$ cat src/rs485_frame_receiver_defines.svh
// ----------------------------------------------------------------------------
// rs485_frame_receiver_defines
// Assertion macros shared by the frame receiver RTL
// ----------------------------------------------------------------------------
`ifndef RS485_FRAME_RECEIVER_DEFINES_SVH
`define RS485_FRAME_RECEIVER_DEFINES_SVH

// consequent checked in the same cycle as the antecedent
`define RSFR_ASSERT_SAME(label, ante, cons, msg) \
	label: assert property (@(posedge clk) disable iff (!arst_n) (ante) |-> (cons)) \
		else $error(msg);

// consequent checked in the cycle after the antecedent
`define RSFR_ASSERT_NEXT(label, ante, cons, msg) \
	label: assert property (@(posedge clk) disable iff (!arst_n) (ante) |=> (cons)) \
		else $error(msg);

`endif

$ cat src/rsfr_pkg.sv
`timescale 1ns / 1ps
// ----------------------------------------------------------------------------
// rsfr_pkg
// Types and codes of the multidrop frame receiver
// ----------------------------------------------------------------------------
package rsfr_pkg;

	// default sizing
	localparam int NODE_COUNT_DEF = 8;
	localparam int MAX_DATA_DEF   = 64;

	// input transaction kinds
	localparam logic [1:0] KIND_START   = 2'd0;
	localparam logic [1:0] KIND_BYTE    = 2'd1;
	localparam logic [1:0] KIND_TIMEOUT = 2'd2;

	// frame end status codes
	localparam logic [2:0] ST_NO_REPLY   = 3'd0;
	localparam logic [2:0] ST_WRONG_ADDR = 3'd1;
	localparam logic [2:0] ST_INCOMPLETE = 3'd2;
	localparam logic [2:0] ST_BAD_TYPE   = 3'd3;
	localparam logic [2:0] ST_POLL_OK    = 3'd4;
	localparam logic [2:0] ST_CHECK_ERR  = 3'd5;
	localparam logic [2:0] ST_OVERRUN    = 3'd6;
	localparam logic [2:0] ST_DATA_OK    = 3'd7;

	// register indexes
	localparam logic [1:0] REG_NODE_ROLE = 2'd0;
	localparam logic [1:0] REG_NODE_ADDR = 2'd1;
	localparam logic [1:0] REG_USER_TYPE = 2'd2;

	// receive phase
	typedef enum logic [3:0] {
		PH_IDLE,
		PH_ADDR,
		PH_HWSRC,
		PH_TYPE,
		PH_POLLSC,
		PH_SRC,
		PH_DEST,
		PH_LEN,
		PH_DATA,
		PH_SUM
	} phase_t;

	typedef struct packed {
		logic [1:0] kind;
		logic [7:0] rx_byte;
		logic       is_address;
		logic [2:0] polled_node;
	} rsfr_in_t;

	typedef struct packed {
		logic [2:0] status;
		logic       frame_type;
		logic [7:0] source_node;
		logic [2:0] dest_node;
		logic [7:0] data_length;
		logic [7:0] master_address;
	} rsfr_out_t;

endpackage

$ cat src/rs485_frame_receiver.sv
`timescale 1ns / 1ps
// ----------------------------------------------------------------------------
// rs485_frame_receiver
// Multidrop frame receiver: address, header, data and checksum, one byte per
// transaction, with per-node frame buffers
// ----------------------------------------------------------------------------
// Takes one transaction per clock (start, received byte or timeout) and gives
// at most one result per frame, when the frame ends. Each transaction passes
// an input register, one step of the frame parser, and the result register;
// a new transaction may enter every cycle, and the rate is set only by the
// result register being taken downstream.
// Registers (APB, 4 bytes apart): node_role at 0x0, node_address at 0x4,
// user_type_code at 0x8; write them only while no frame is being received.
// Frame buffers are write-only storage with no clearing after reset.
module rs485_frame_receiver #(
	parameter int NODE_COUNT = rsfr_pkg::NODE_COUNT_DEF,
	parameter int MAX_DATA   = rsfr_pkg::MAX_DATA_DEF
) (
	input  logic                clk,
	input  logic                arst_n,
	// input transactions
	input  logic                in_valid,
	output logic                in_ready,
	input  rsfr_pkg::rsfr_in_t  in_data,
	// result transactions
	output logic                out_valid,
	input  logic                out_ready,
	output rsfr_pkg::rsfr_out_t out_data,
	// configuration
	input  logic                psel,
	input  logic                penable,
	input  logic                pwrite,
	input  logic [3:0]          paddr,
	input  logic [31:0]         pwdata,
	output logic [31:0]         prdata,
	output logic                pready
);

	localparam int NODE_W  = (NODE_COUNT > 1) ? $clog2(NODE_COUNT) : 1;
	localparam int DATA_AW = $clog2(NODE_COUNT * MAX_DATA);
	localparam int DATA_DEPTH = NODE_COUNT * MAX_DATA;
	localparam logic [7:0] MAX_DATA_B = 8'(MAX_DATA);

	typedef logic [NODE_W-1:0] idx_t;
	typedef idx_t [255:0] mod_tbl_t;

	// byte value modulo node count, built by counting
	function automatic mod_tbl_t build_mod_tbl();
		mod_tbl_t tbl;
		int       r;
		r = 0;
		for (int i = 0; i < 256; i++) begin
			tbl[i] = NODE_W'(r);
			r = (r + 1 == NODE_COUNT) ? 0 : r + 1;
		end
		return tbl;
	endfunction

	localparam mod_tbl_t MOD_TBL = build_mod_tbl();

	// configuration registers
	logic       role_q;
	logic [2:0] addr_q;
	logic       utype_q;

	// input register
	logic               s1_valid_q;
	rsfr_pkg::rsfr_in_t s1_data_q;
	logic               s1_adv;
	logic               proc_fire;

	// parser state
	rsfr_pkg::phase_t phase_q, phase_d;
	logic [7:0]       chk_q, chk_d;
	logic [7:0]       hw_src_q, hw_src_d;
	logic             type_q, type_d;
	logic [7:0]       src_q, src_d;
	idx_t             dest_q, dest_d;
	logic [7:0]       len_q, len_d;
	logic [7:0]       cnt_q, cnt_d;
	logic [7:0]       master_q, master_d;
	idx_t             polled_q, polled_d;
	logic [NODE_COUNT-1:0] buf_full_q, buf_full_d;

	// step outputs
	logic       res_valid;
	logic [2:0] res_status;
	logic       hdr_we;
	logic [4:0] hdr_be;
	idx_t       hdr_idx;
	logic [4:0][7:0] hdr_wdata;
	logic       data_we;
	logic [DATA_AW-1:0] data_addr;
	logic [7:0] rx_b;
	logic       is_master;
	idx_t       own_idx;
	idx_t       target_idx;
	logic [NODE_W+2:0] dest_ext;

	// result register
	logic                out_valid_q;
	rsfr_pkg::rsfr_out_t out_data_q;

	// frame buffers
	logic [4:0][7:0] frame_hdr_mem [NODE_COUNT];
	logic [7:0]      frame_data_mem [DATA_DEPTH];

	// apb register file
	assign pready = 1'b1;

	always_ff @(posedge clk or negedge arst_n) begin
		if (!arst_n) begin
			role_q  <= 1'b1;
			addr_q  <= 3'd1;
			utype_q <= 1'b1;
		end else if (psel && penable && pwrite && pready) begin
			case (paddr[3:2])
				rsfr_pkg::REG_NODE_ROLE: role_q  <= pwdata[0];
				rsfr_pkg::REG_NODE_ADDR: addr_q  <= pwdata[2:0];
				rsfr_pkg::REG_USER_TYPE: utype_q <= pwdata[0];
				default: ;
			endcase
		end
	end

	always_comb begin
		case (paddr[3:2])
			rsfr_pkg::REG_NODE_ROLE: prdata = {31'd0, role_q};
			rsfr_pkg::REG_NODE_ADDR: prdata = {29'd0, addr_q};
			rsfr_pkg::REG_USER_TYPE: prdata = {31'd0, utype_q};
			default:                 prdata = 32'd0;
		endcase
	end

	// input register and flow control
	assign s1_adv    = !out_valid_q || out_ready;
	assign proc_fire = s1_valid_q && s1_adv;
	assign in_ready  = !s1_valid_q || s1_adv;

	always_ff @(posedge clk or negedge arst_n) begin
		if (!arst_n) begin
			s1_valid_q <= 1'b0;
		end else if (in_ready) begin
			s1_valid_q <= in_valid;
		end
	end

	always_ff @(posedge clk) begin
		if (in_valid && in_ready) begin
			s1_data_q <= in_data;
		end
	end

	// node indexes
	assign is_master  = !role_q;
	assign own_idx    = MOD_TBL[8'(addr_q)];
	assign target_idx = is_master ? dest_q : own_idx;
	assign rx_b       = s1_data_q.rx_byte;

	// header bytes and data address
	assign hdr_wdata[0] = hw_src_q;
	assign hdr_wdata[1] = 8'(type_q);
	assign hdr_wdata[2] = src_q;
	assign hdr_wdata[3] = 8'(dest_q);
	assign hdr_wdata[4] = rx_b;
	assign data_addr = DATA_AW'(32'(target_idx) * MAX_DATA + 32'(cnt_q));

	// frame parser step
	always_comb begin
		phase_d    = phase_q;
		chk_d      = chk_q;
		hw_src_d   = hw_src_q;
		type_d     = type_q;
		src_d      = src_q;
		dest_d     = dest_q;
		len_d      = len_q;
		cnt_d      = cnt_q;
		master_d   = master_q;
		polled_d   = polled_q;
		buf_full_d = buf_full_q;
		res_valid  = 1'b0;
		res_status = rsfr_pkg::ST_NO_REPLY;
		hdr_we     = 1'b0;
		hdr_be     = 5'b00000;
		hdr_idx    = own_idx;
		data_we    = 1'b0;
		case (s1_data_q.kind)
			rsfr_pkg::KIND_START: begin
				polled_d = MOD_TBL[8'(s1_data_q.polled_node)];
				hw_src_d = 8'd0;
				type_d   = 1'b0;
				src_d    = 8'd0;
				dest_d   = '0;
				len_d    = 8'd0;
				cnt_d    = 8'd0;
				chk_d    = 8'd0;
				phase_d  = rsfr_pkg::PH_ADDR;
			end
			rsfr_pkg::KIND_TIMEOUT: begin
				if (phase_q != rsfr_pkg::PH_IDLE) begin
					res_valid  = 1'b1;
					res_status = (phase_q == rsfr_pkg::PH_ADDR) ?
						rsfr_pkg::ST_NO_REPLY : rsfr_pkg::ST_INCOMPLETE;
					phase_d    = rsfr_pkg::PH_IDLE;
				end
			end
			rsfr_pkg::KIND_BYTE: begin
				case (phase_q)
					rsfr_pkg::PH_IDLE: ;
					rsfr_pkg::PH_ADDR: begin
						if (s1_data_q.is_address) begin
							if (is_master) begin
								buf_full_d[polled_q] = 1'b0;
							end
							if (rx_b == 8'(addr_q)) begin
								chk_d   = 8'(addr_q);
								phase_d = rsfr_pkg::PH_HWSRC;
							end else if (is_master) begin
								res_valid  = 1'b1;
								res_status = rsfr_pkg::ST_WRONG_ADDR;
								phase_d    = rsfr_pkg::PH_IDLE;
							end
						end
					end
					rsfr_pkg::PH_HWSRC: begin
						hw_src_d = rx_b;
						chk_d    = chk_q ^ rx_b;
						if (!is_master) begin
							master_d = rx_b;
						end
						phase_d = rsfr_pkg::PH_TYPE;
					end
					rsfr_pkg::PH_TYPE: begin
						if (|rx_b[7:1]) begin
							res_valid  = 1'b1;
							res_status = rsfr_pkg::ST_BAD_TYPE;
							phase_d    = rsfr_pkg::PH_IDLE;
						end else begin
							chk_d  = chk_q ^ rx_b;
							type_d = rx_b[0];
							if (rx_b[0] != utype_q) begin
								// poll or token: only the sender is kept
								hdr_we  = 1'b1;
								hdr_be  = 5'b00001;
								phase_d = rsfr_pkg::PH_POLLSC;
							end else begin
								phase_d = rsfr_pkg::PH_SRC;
							end
						end
					end
					rsfr_pkg::PH_POLLSC: begin
						res_valid  = 1'b1;
						res_status = (rx_b == chk_q) ?
							rsfr_pkg::ST_POLL_OK : rsfr_pkg::ST_CHECK_ERR;
						phase_d    = rsfr_pkg::PH_IDLE;
					end
					rsfr_pkg::PH_SRC: begin
						src_d   = rx_b;
						chk_d   = chk_q ^ rx_b;
						phase_d = rsfr_pkg::PH_DEST;
					end
					rsfr_pkg::PH_DEST: begin
						chk_d  = chk_q ^ rx_b;
						dest_d = MOD_TBL[rx_b];
						if (is_master && buf_full_q[dest_d]) begin
							res_valid  = 1'b1;
							res_status = rsfr_pkg::ST_OVERRUN;
							phase_d    = rsfr_pkg::PH_IDLE;
						end else begin
							phase_d = rsfr_pkg::PH_LEN;
						end
					end
					rsfr_pkg::PH_LEN: begin
						len_d   = rx_b;
						chk_d   = chk_q ^ rx_b;
						hdr_we  = 1'b1;
						hdr_idx = target_idx;
						hdr_be  = is_master ? 5'b11111 : 5'b10100;
						cnt_d   = 8'd0;
						phase_d = (rx_b == 8'd0) ? rsfr_pkg::PH_SUM : rsfr_pkg::PH_DATA;
					end
					rsfr_pkg::PH_DATA: begin
						// bytes past the buffer size still enter the checksum
						data_we = (cnt_q < MAX_DATA_B);
						chk_d   = chk_q ^ rx_b;
						cnt_d   = cnt_q + 8'd1;
						if (cnt_d == len_q) begin
							phase_d = rsfr_pkg::PH_SUM;
						end
					end
					rsfr_pkg::PH_SUM: begin
						res_valid = 1'b1;
						phase_d   = rsfr_pkg::PH_IDLE;
						if (rx_b == chk_q) begin
							buf_full_d[target_idx] = 1'b1;
							res_status = rsfr_pkg::ST_DATA_OK;
						end else begin
							res_status = rsfr_pkg::ST_CHECK_ERR;
						end
					end
					default: phase_d = rsfr_pkg::PH_IDLE;
				endcase
			end
			default: ;
		endcase
	end

	// parser state registers
	always_ff @(posedge clk or negedge arst_n) begin
		if (!arst_n) begin
			phase_q    <= rsfr_pkg::PH_IDLE;
			chk_q      <= 8'd0;
			hw_src_q   <= 8'd0;
			type_q     <= 1'b0;
			src_q      <= 8'd0;
			dest_q     <= '0;
			len_q      <= 8'd0;
			cnt_q      <= 8'd0;
			master_q   <= 8'd0;
			polled_q   <= '0;
			buf_full_q <= '0;
		end else if (proc_fire) begin
			phase_q    <= phase_d;
			chk_q      <= chk_d;
			hw_src_q   <= hw_src_d;
			type_q     <= type_d;
			src_q      <= src_d;
			dest_q     <= dest_d;
			len_q      <= len_d;
			cnt_q      <= cnt_d;
			master_q   <= master_d;
			polled_q   <= polled_d;
			buf_full_q <= buf_full_d;
		end
	end

	// frame buffer writes
	always_ff @(posedge clk) begin
		if (proc_fire && hdr_we) begin
			for (int j = 0; j < 5; j++) begin
				if (hdr_be[j]) begin
					frame_hdr_mem[hdr_idx][j] <= hdr_wdata[j];
				end
			end
		end
	end

	always_ff @(posedge clk) begin
		if (proc_fire && data_we) begin
			frame_data_mem[data_addr] <= rx_b;
		end
	end

	// result register
	assign dest_ext = (NODE_W + 3)'(dest_d);

	always_ff @(posedge clk or negedge arst_n) begin
		if (!arst_n) begin
			out_valid_q <= 1'b0;
		end else if (proc_fire) begin
			out_valid_q <= res_valid;
		end else if (out_ready) begin
			out_valid_q <= 1'b0;
		end
	end

	always_ff @(posedge clk) begin
		if (proc_fire && res_valid) begin
			out_data_q.status         <= res_status;
			out_data_q.frame_type     <= type_d;
			out_data_q.source_node    <= src_d;
			out_data_q.dest_node      <= dest_ext[2:0];
			out_data_q.data_length    <= len_d;
			out_data_q.master_address <= master_d;
		end
	end

	assign out_valid = out_valid_q;
	assign out_data  = out_data_q;

	// checks
	`include "rs485_frame_receiver_defines.svh"

	`RSFR_ASSERT_SAME(a_stall_holds_s1, out_valid_q && !out_ready, !proc_fire, "parser advanced while result stalled")
	`RSFR_ASSERT_NEXT(a_result_ends_frame, proc_fire && res_valid, phase_q == rsfr_pkg::PH_IDLE, "frame not closed after result")
	`RSFR_ASSERT_SAME(a_idle_exit_by_start, phase_q != rsfr_pkg::PH_IDLE && $past(phase_q) == rsfr_pkg::PH_IDLE, $past(proc_fire) && $past(s1_data_q.kind) == rsfr_pkg::KIND_START, "left idle without start")
	`RSFR_ASSERT_SAME(a_data_count_bound, phase_q == rsfr_pkg::PH_DATA, cnt_q < len_q, "data count reached length in data phase")

endmodule
$ cat config.mk
export PLATFORM = sky130hd
export DESIGN_NAME = rs485_frame_receiver
export DESIGN_NICKNAME = d
export VERILOG_FILES = /design/src/rsfr_pkg.sv /design/src/rs485_frame_receiver.sv
export VERILOG_INCLUDE_DIRS = /design/src /design/src/src
export SDC_FILE = /design/constraint.sdc
export NUM_CORES = 1
export LEC_CHECK = 0
export ABC_AREA = 1
export ABC_CLOCK_PERIOD_IN_PS = 2300
export BUFFER_PORTS_ARGS = -buffer_cell sky130_fd_sc_hd__buf_2
export CORE_MARGIN = 1
export CORE_UTILIZATION = 40
export DETAILED_ROUTE_END_ITERATION = 12
export GPL_ROUTABILITY_DRIVEN = 1
export REMOVE_ABC_BUFFERS = 1
export SYNTH_ARGS = -nofsm -noshare
export SYNTH_HDL_FRONTEND = slang
export SYNTH_SLANG_ARGS = --single-unit
$ cat constraint.sdc
create_clock -name clk -period 2.3 [get_ports clk]
set_input_delay 0.115 -clock clk [delete_from_list [all_inputs] [get_ports clk]]
set_output_delay 0.115 -clock clk [all_outputs]
set_load 0.01 [all_outputs]
==> summary.md, run 1 <==
| Metric | Value |
|---|---|
| Outcome | `complete, no violations` |
| Net Sw Frac | `0.264` |
| Maxcap violations | `0` |
| Clock Skew | `0.00725 ns` |
| GP Congestion | `0.919` |
| # Post-CTS Setup Buffers | `0` |
| N_diodes | `0` |
| CTS sink cnt | `114` |
| Worst slew margin | `0.598` |
| CTS H-tree lvls | `4` |
| Die area | `15,500 um2` |
| EDFF count, synth | `45` |
| Routed Wire Length | `14.4 mm` |
| Worst Setup Start Kind | `flip-flop` |
| Most common cell after layout, fill and taps aside | `nand2_1` |
| Critical path class | `flip-flop to flip-flop` |
| Met3 GRT Util | `0.0387` |
| Max IR drop VDD | `0.526 mV` |
| Count of cell types in the netlist | `48` |
| Register area share after synthesis | `0.512` |
| Layout area overhead | `21.7%` |
| Post-synthesis async set-or-reset flop share | `0.579` |
| Clock-pin transition on the worst setup and hold timing paths | `0.05 ns` |
| Final min period | `2.10 ns` |
| Starting density of the core | `0.411` |
| Gate Count Post-Synth | `701` |
| Share of layout cells above drive strength 1 | `0.184` |
| Fmax | `0.476 GHz` |
| Vias in the first global route | `4,741` |
| Router iterations before antenna repair | `5` |
| Yosys top cell area share | `0.263` |
| Final net count | `865` |
| DRC viols | `0` |
| Worst Tran Pin Value | `0.602 ns` |
| Yosys top cell by area | `dfrtp_1` |
| First-pass GRT wire length | `23.8 mm` |
| Core Rows | `44` |
| Final Setup Violations | `0` |
| Gr usage total | `0.196` |
| Post-route cell area | `7290 um2` |
| Mapped Area | `5990 um2` |
| Clock share of power | `0.456` |
| CP required | `2.42 ns` |
| Port buffer count | `61` |
| Cell internal pwr | `4110 uW` |
| Grt peak-use layer | `met2` |
| CP Max Fanout | `26` |
| Root buf cell | `clkbuf_16` |
| Leakage | `0.00333 uW` |
| Mean Syn Cell Area | `8.55 um2` |
| DR iter-0 viols | `418` |
| Vias | `4,977` |
| Horiz. Die Dim | `124 um` |
| Flops & latches, synth | `114` |
| Final number of max-transition violations | `0` |
| Final WS setup | `0.197 ns` |
| CTS tree | `built` |
| P_sw | `1470 uW` |
| Top cells by area, synth | `dfrtp_1, edfxtp_1, nand2_1, o21ai_0, inv_1` |
| Clk_lat worst skew | `0.42 ns` |
| Die height | `124 um` |
| Hold violation count in the final report | `0` |
| Top FF cell, synth | `dfrtp_1` |
| Boundary Pins | `123` |
| Gr ovfl total | `0` |
| Routing usage on met2 | `0.317` |
| Most frequent cells in the layout | `nand2_1, inv_1, o21ai_0` |
| Antenna viol nets, final | `0` |
| Vias per cell | `4.97` |
| Non-Filler Instances | `1,001` |
| Combinational fraction of design power | `0.129` |
| DP HPWL | `10.5 mm` |
| WL per Instance | `14.4 um` |
| CTS max path bufs | `2` |
| Met1 GRT Util | `0.256` |
| Type of the worst min-delay path | `input port to flip-flop` |
| Pwr Density | `765 nW/um2` |
| Dpl cells | `947` |
| Arr. time, crit path | `2.22 ns` |
| Post-layout util | `0.500` |
| Synth warnings | `0` |
| Sequential power share | `0.415` |
| Dpl cell area | `6500 um2` |
| CORE AREA | `14,600 um2` |
| CP Capture Type | `flip-flop` |
| RSZ-0062 raised after global routing | `no` |
| Final period utilization | `0.914` |
| Initial antenna violation count | `0` |
| Dpl ws | `0.118 ns` |
| Pin count of the biggest net entering global routing | `35` |
| TritonCTS buffer count | `17` |
## cell usage after synthesis (3+ instances only)
library cell	number
nand2_1	176
inv_1	78
o21ai_0	65
dfrtp_1	63
edfxtp_1	45
nand3_1	41
a21oi_1	32
buf_4	30
nor2_1	28
o21ai_1	14
o22ai_1	13
inv_2	10
clkbuf_1	8
nand2_2	8
xnor2_1	8
a311oi_1	7
o21ai_2	7
o32ai_1	7
buf_2	5
nor3_1	5
ha_1	4
nor2_2	4
xor2_1	4
dfstp_2	3
dfxtp_1	3
or2_1	3
## routing by layer
metal / share of wire / wire, um
met4: 0.023 / 332
met1: 0.46 / 6590
met2: 0.47 / 6810
met5: 0 / 0
met3: 0.048 / 696
## cells by family after synthesis
| family | after synthesis | share of synthesized area |
|---|---|---|
| AO/OA/AOI/OAI | 154 | 0.149 |
| flip-flops | 114 | 0.512 |
| adder cells (fa/ha/maj) | 4 | 0.00835 |
| AND/OR/NAND/NOR | 280 | 0.206 |
| XOR/XNOR | 12 | 0.0175 |
| other | 2 | 0.00125 |
| buffers and inverters | 135 | 0.106 |
## worst max-delay path: stages, from the launching register on
cell	delay (ns)
dfrtp_1	0.45
nor2_4	0.20
nand2_1	0.15
inv_1	0.13
o21ai_1	0.12
o21ai_1	0.14
nand2_1	0.08
nand3_1	0.08
nand2_1	0.10
inv_1	0.13
buf_12	0.20
## path summary, 6_finish.rpt
path,start,to,slack [ns],depth (start not counted)
max,phase_q[2]$_DFFE_PN0P_,out_data[6]$_DFFE_PP_,0.20,10
min,paddr[2],role_q$_DFFE_PN1P_,0.01,4
max reg2reg,phase_q[2]$_DFFE_PN0P_,out_data[6]$_DFFE_PP_,0.20,10
min reg2reg,master_q[0]$_DFFE_PN0P_,master_q[0]$_DFFE_PN0P_,0.48,2
max in group asynchronous,arst_n,role_q$_DFFE_PN1P_,1.58,3
min in group asynchronous,arst_n,out_valid$_DFFE_PN0P_,0.07,2
## flip-flops by register name, summed over array words and instances, names as in the netlist, named ones only
name and count:
dest_q 3, utype_q 1, master_q 8, rx_b 8, polled_q 3, cnt_q 8, src_q 8, s1_valid_q 1
role_q 1, s1_data_q 6, out_valid 1, phase_q 4, buf_full_q 8, addr_q 3, chk_q 8, type_q 1
len_q 8, out_data 31
## area by class of cell
class	instances	area (um2)
flip-flops and latches	114	3070
inverters	90	338
well taps	184	230
fillers	1367	7290
multi-input cells	480	2400
clock inverters	10	109
repair buffers	101	686
clock buffers	22	464
## power by group through the flow
stage                     Sequential (uW)  Clock [uW]  Combinational [uW]
after detailed placement             2350           0                 684
after global routing                 2330        2680                 797
after CTS                            2310        2580                 717
final                                2310        2550                 718
after floorplan                      2330           0                 426
after global placement               2350           0                 681
## through the flow
stage / hold slack [ns] / setup TNS [ns] / power [uW]
6_report: 0.0143 / 0 / 5580
5_1_grt: 0.0571 / 0 / 5800
4_1_cts: 0.00107 / 0 / 5610
3_5_place_dp: -0.0195 / 0 / 3030
3_3_place_gp: -0.0234 / 0 / 3030
2_1_floorplan: -0.181 / -4.15 / 2760
## timing repair
action,CTS,global route
endpoints found under the setup margin,0,31
hold buffers,22,0
endpoints found under the hold margin,87,0
resized for setup,0,2
Power figures use the tool's default switching activity.
==> run 2: changes to the inputs <==
Settings changed: ABC_AREA 1 to 0.
==> run 2 against run 1 <==
Net effect: global-route usage increased by 0.76 points; critical path depth decreased by 3; die area increased by 2.1%; first-iteration DRC count decreased by 25%; combinational power increased by 5.2%; cell area increased by 5.4%; critical endpoint is now phase_q[3]$_DFFE_PN0P_; largest power group unchanged.
==> summary.md, run 2 <==
| Metric | Value |
|---|---|
| Post-route cell area | `7690 um2` |
| Cell Chain, Critical Path | `ha_4 -> nand3_4 -> o21a_1 -> or4_1 -> a2111o_1 -> o211a_1 -> a211o_1` |
| Vias | `4,964` |
| DR iter-0 viols | `313` |
| Pin count of the biggest net entering global routing | `28` |
| CTS H-tree lvls | `4` |
| Top cells by area, synth | `dfrtp_1, edfxtp_1, nand2_1, mux2_2, o21ai_0` |
| Leakage | `0.00353 uW` |
| R2R Path End | `phase_q[3]$_DFFE_PN0P_` |
| GP Congestion | `0.876` |
| Final net count | `799` |
| Routed Wire Length | `15.3 mm` |
| Type of the worst min-delay path | `input port to flip-flop` |
| Largest stage delay on the critical path | `0.41 ns` |
| Gr usage total | `0.203` |
| N_diodes | `0` |
| Combinational fraction of design power | `0.132` |
| Most common cell after layout, fill and taps aside | `nand2_1` |
| Hold path depth | `3` |
| Clock share of power | `0.456` |
| Horiz. Die Dim | `126 um` |
| Die area | `15,800 um2` |
| Share of layout cells above drive strength 1 | `0.254` |
| Reg-to-Reg Start | `cnt_q[1]$_DFFE_PN0P_` |
| CTS max path bufs | `2` |
| CP Capture Type | `flip-flop` |
| Final Setup Violations | `0` |
| Final WS setup | `0.0537 ns` |
| Top-count cell post-synth | `nand2_1` |
| CP required | `2.61 ns` |
| RSZ-0062 raised after global routing | `yes` |
| Fmax | `0.445 GHz` |
| Maxcap violations | `0` |
| Hold path start | `paddr[3]` |
| Yosys top cell by area | `dfrtp_1` |
| Root buf cell | `clkbuf_16` |
| Layout area overhead | `25.6%` |
| Dpl ws | `-0.0763 ns` |
| Clock-pin transition on the worst setup and hold timing paths | `0.05 ns` |
| Yosys top cell area share | `0.258` |
| Port buffer count | `61` |
| Clock Skew | `0.00785 ns` |
| Gate Count Post-Synth | `614` |
| CTS tree | `built` |
| Count of cell types in the netlist | `70` |
| Synth cell count leaders | `nand2_1, dfrtp_1, o21ai_0` |
| P_sw | `1540 uW` |
| WL per Instance | `16.4 um` |
| Worst Setup Start Kind | `flip-flop` |
| Max IR drop VDD | `0.796 mV` |
| Critical path class | `flip-flop to flip-flop` |
| Boundary Pins | `123` |
| Worst Tran Pin Value | `1.14 ns` |
| Mapped Area | `6120 um2` |
| Worst slew margin | `0.237` |
| Antenna viol nets, final | `0` |
| Vias per cell | `5.31` |
| Initial antenna violation count | `0` |
| Max reg flops | `31` |
| Tot Pwr | `5730 uW` |
| Synth warnings | `0` |
| Flops & latches, synth | `114` |
| Worst Reg-to-Reg Cells | `7` |
| Post-synthesis async set-or-reset flop share | `0.579` |
| Final min period | `2.25 ns` |
| Reg2reg setup slack | `0.05 ns` |
| Sum Neg Setup Slack | `0 ns` |
| Clk_lat worst skew | `0.42 ns` |
| Gr ovfl total | `0` |
| TritonCTS buffer count | `17` |
| CTS sink cnt | `114` |
| First-pass GRT wire length | `24.7 mm` |
| # fillers | `1,330` |
| DRC viols | `0` |
| CORE AREA | `14,800 um2` |
| Most frequent cells in the layout | `nand2_1, dfrtp_1, buf_2` |
| Dpl cell area | `6830 um2` |
| Die height | `126 um` |
| Top FF cell, synth | `dfrtp_1` |
| Net Sw Frac | `0.268` |
| Cell internal pwr | `4190 uW` |
| Register area share after synthesis | `0.501` |
| Router iterations before antenna repair | `5` |
| Arr. time, crit path | `2.56 ns` |
| CP Max Fanout | `3` |
| Vias in the first global route | `4,830` |
| EDFF count, synth | `45` |
| Mean Syn Cell Area | `9.97 um2` |
| Outcome | `complete, no violations` |
| Starting density of the core | `0.415` |
| Core Rows | `44` |
| Sequential power share | `0.412` |
| Final number of max-transition violations | `0` |
| Hold Path End | `role_q$_DFFE_PN1P_` |
| Final period utilization | `0.977` |
| DP HPWL | `10.7 mm` |
| Hold violation count in the final report | `0` |
| Pwr Density | `745 nW/um2` |
| Crit-path slowest cell | `a2111o_1` |
| Fin Hold WS | `0.138 ns` |
[run 2: changes by cell type after synthesis, sizes merged, moves of 16 or more]
cell / delta
mux2i: +16
mux2: +29
a21oi: -18
nand2: -71
o21ai: -31
nand3: -29
inv: -80
[run 2: layout make-up]
cell class	count	area, um2	area share
inverter	9	33.8	0.00439
timing repair buffer	133	933	0.121
tap	184	230	0.0299
clock buffer	19	454	0.0591
clock inverter	13	134	0.0174
multi-input combinational	463	2830	0.369
sequential	114	3070	0.399
[run 2: logic make-up after synthesis]
| kind of cell | share of synthesized area |
|---|---|
| multiplexers | 0.0832 |
| adder cells (fa/ha/maj) | 0.00818 |
| AO/OA/AOI/OAI | 0.135 |
| flip-flops | 0.501 |
| XOR/XNOR | 0.0300 |
| other | 0.00123 |
| AND/OR/NAND/NOR | 0.182 |
| buffers and inverters | 0.0587 |
[run 2: power groups by stage]
stage | registers, uW | clock network (uW) | logic (uW)
after floorplan | 2370 | 0 | 420
after global placement | 2390 | 0 | 692
after detailed placement | 2390 | 0 | 707
after CTS | 2350 | 2650 | 740
after global routing | 2370 | 2730 | 831
final | 2360 | 2610 | 755
[run 2: timing repair]
item	4_1_cts	5_1_grt
setup endpoints to repair	2	43
resized for setup	2	6
cloned	0	0
hold endpoints to repair	44	0
buffers inserted	2	3
hold buffers	20	0
pin swaps	5	3
[run 2: layer usage]
metal  GRT usage  routed length, um  vias up
met3      0.0501                789       23
li1            -                  -     2380
met5           0                  0        -
met2       0.325               7300      179
met4      0.0760                270        0
met1       0.267               6980     2382
[run 2: worst max-delay path by stage]
| stage | end | slack [ns] | startpoint |
|---|---|---|---|
| finish | phase_q[3]$_DFFE_PN0P_ | 0.05 | cnt_q[1]$_DFFE_PN0P_ |
| global route | phase_q[3]$_DFFE_PN0P_ | -0.06 | cnt_q[1]$_DFFE_PN0P_ |
| CTS | phase_q[3]$_DFFE_PN0P_ | 0.06 | cnt_q[1]$_DFFE_PN0P_ |
| detailed placement | phase_q[3]$_DFFE_PN0P_ | -0.08 | cnt_q[1]$_DFFE_PN0P_ |
| global placement | phase_q[3]$_DFFE_PN0P_ | -0.05 | cnt_q[0]$_DFFE_PN0P_ |
| floorplan | out_data[0]$_DFFE_PP_ | -1.39 | s1_data_q[13]$_DFFE_PP_ |
[run 2: critical path, delay by kind of cell, from the launching register on]
family,cells,cell delay [ns]
adders and majority gates,1,0.17
AOI/OAI and AO/OA,4,1.11
DFF,1,0.39
and+or+nand+nor,2,0.48
[run 2: per-stage QoR]
stage               std cells   util
floorplan                 586      -
global placement          878  0.463
detailed placement        878  0.463
CTS                       932  0.518
global route              935  0.521
finish                    935  0.521
==> run 3: changes to the inputs <==
Settings changed: CORE_UTILIZATION 40 to 38, SETUP_SLACK_MARGIN set to 0.1.
==> run 3 against run 2 <==
Net effect: clock skew rose by 0.017 ns; clock power rose by 2%; fmax fell by 1.1%; utilization fell by 2.6 points; flip-flop and latch count did not move; cell count rose by 4.3%; clock-buffer cell count rose by 6; non-clock buffer count rose by 8; die area rose by 5.2%; global-route usage fell by 0.19 points; worst hold slack got worse by 0.13 ns; power rose by 1.3%; critical path type unchanged.
==> summary.md, run 3 (synthesis gave the netlist of run 2 again) <==
| Metric | Value |
|---|---|
| Grt peak-use layer | `met2` |
| Crit-path slowest cell | `or4_1` |
| CP Capture Type | `flip-flop` |
| CTS sink cnt | `114` |
| DR iter-0 viols | `446` |
| Cell Chain, Critical Path | `ha_4 -> nand3_4 -> buf_6 -> nor3_2 -> or4_1 -> a2111o_1 -> o211a_1 -> a211o_1` |
| CTS tree | `built` |
| Final net count | `807` |
| Root buf cell | `clkbuf_16` |
| Max reg flops | `31` |
| Vias in the first global route | `4,986` |
| Gr ovfl total | `0` |
| Boundary Pins | `123` |
| Routing usage on met2 | `0.332` |
| Router iterations before antenna repair | `5` |
| DP HPWL | `10.7 mm` |
| Pin count of the biggest net entering global routing | `67` |
| GP Congestion | `0.883` |
| Starting density of the core | `0.387` |
| Final number of max-transition violations | `0` |
| RSZ-0062 raised after global routing | `yes` |
| First-pass GRT wire length | `25.4 mm` |
| CP Max Fanout | `2` |
| CP Launch Point | `cnt_q[0]$_DFFE_PN0P_` |
| Die height | `129 um` |
| R2R Path End | `phase_q[3]$_DFFE_PN0P_` |
| Port buffer count | `61` |
| Hold path start | `out_ready` |
| Reg2reg setup slack | `0.03 ns` |
| Final Setup Violations | `0` |
| Max IR drop VDD | `0.517 mV` |
| Arr. time, crit path | `2.56 ns` |
| Vias | `5,000` |
| Worst slew margin | `0.542` |
| # fillers | `1,442` |
| Dpl cells | `914` |
| Antenna viol nets, final | `0` |
| Hold path depth | `3` |
| Post-layout util | `0.495` |
| Share of layout cells above drive strength 1 | `0.273` |
| CP required | `2.59 ns` |
| Reg-to-Reg Start | `cnt_q[0]$_DFFE_PN0P_` |
| Worst Reg-to-Reg Cells | `8` |
| Post-route cell area | `7830 um2` |
| Final min period | `2.27 ns` |
| Final period utilization | `0.988` |
| N_diodes | `0` |
| Vias per cell | `5.13` |
| Hold violation count in the final report | `0` |
| Met3 GRT Util | `0.0503` |
| Initial antenna violation count | `0` |
| Layout area overhead | `27.9%` |
| Clk_lat worst skew | `0.43 ns` |
| Maxcap violations | `0` |
| Most common cell after layout, fill and taps aside | `nand2_1` |
| Gr usage total | `0.201` |
| Most frequent cells in the layout | `nand2_1, dfrtp_1, buf_2` |
| DRC viols | `0` |
| Worst Setup Start Kind | `flip-flop` |
| Worst Tran Pin Value | `0.686 ns` |
| Hold Path End | `s1_valid_q$_DFFE_PN0N_` |
| Clock-pin transition on the worst setup and hold timing paths | `0.06 ns` |
| CTS max path bufs | `2` |
| Register Area | `3070 um2` |
| Routed Wire Length | `15.4 mm` |
| Fmax | `0.440 GHz` |
| Die area | `16,600 um2` |
| Clock Skew | `0.0247 ns` |
| Non-Filler Instances | `975` |
| Critical path class | `flip-flop to flip-flop` |
| Core Rows | `46` |
| WL per Instance | `15.8 um` |
| Tot Pwr | `5800 uW` |
| TritonCTS buffer count | `17` |
| Leakage | `0.00359 uW` |
| Outcome | `complete, no violations` |
| Met1 GRT Util | `0.261` |
| Horiz. Die Dim | `129 um` |
| Largest stage delay on the critical path | `0.46 ns` |
| Pwr Density | `741 nW/um2` |
| CORE AREA | `15,800 um2` |
| CTS H-tree lvls | `4` |
| Multi-input logic area | `2870 um2` |
| Dpl cell area | `6890 um2` |
| Type of the worst min-delay path | `input port to flip-flop` |
[run 3: cell type report]
type	count	share of cell area
Sequential cell	114	0.392
Multi-Input combinational cell	463	0.366
Timing Repair Buffer	141	0.125
Clock buffer	25	0.0689
Tap cell	216	0.0345
Clock inverter	7	0.00847
Inverter	9	0.00432
[run 3: critical path, delay by kind of cell, from the launching register on]
kind,cells,cell delay [ns]
buffers and inverters,1,0.10
adder cells (fa/ha/maj),1,0.18
AND/OR/NAND/NOR,3,0.58
AO/OA/AOI/OAI,3,0.88
flip-flops,1,0.41
[run 3: routing by layer]
metal,routed length (um),up-vias,part of all wire
li1,-,2398,-
met1,7100,2452,0.46
met2,7640,132,0.49
met3,534,18,0.035
met4,171,0,0.011
met5,0,-,0
[run 3: where the power goes]
| group | internal, uW | switching, uW |
|---|---|---|
| sequential | 2220 | 136 |
| clock | 1730 | 925 |
| combinational | 346 | 443 |
| total | 4290 | 1500 |
[run 3: metrics by stage]
step	setup TNS, ns	hold WS [ns]	setup WS (ns)
CTS	0	0.00503	0.0304
floorplan	-45.29	-0.181	-1.39
global placement	-0.0488	0.170	-0.0488
detailed placement	-0.139	0.167	-0.0916
global route	-0.811	0.0370	-0.0424
finish	0	0.0112	0.0281
[run 3: worst max-delay path by stage]
stage	endpoint	slack, ns	cells past startpoint
after detailed placement	phase_q[3]$_DFFE_PN0P_	-0.09	7
after CTS	phase_q[3]$_DFFE_PN0P_	0.03	8
after floorplan	out_data[0]$_DFFE_PP_	-1.39	6
final	phase_q[3]$_DFFE_PN0P_	0.03	8
after global routing	phase_q[3]$_DFFE_PN0P_	-0.04	8
after global placement	phase_q[3]$_DFFE_PN0P_	-0.05	7
[run 3: what timing repair did]
| item | 4_1_cts | 5_1_grt |
|---|---|---|
| endpoints found under the setup margin | 34 | 74 |
| endpoints found under the hold margin | 86 | 0 |
| pin swaps | 8 | 3 |
| resized for setup | 7 | 10 |
| hold buffers | 19 | 0 |
| buffers inserted | 2 | 8 |
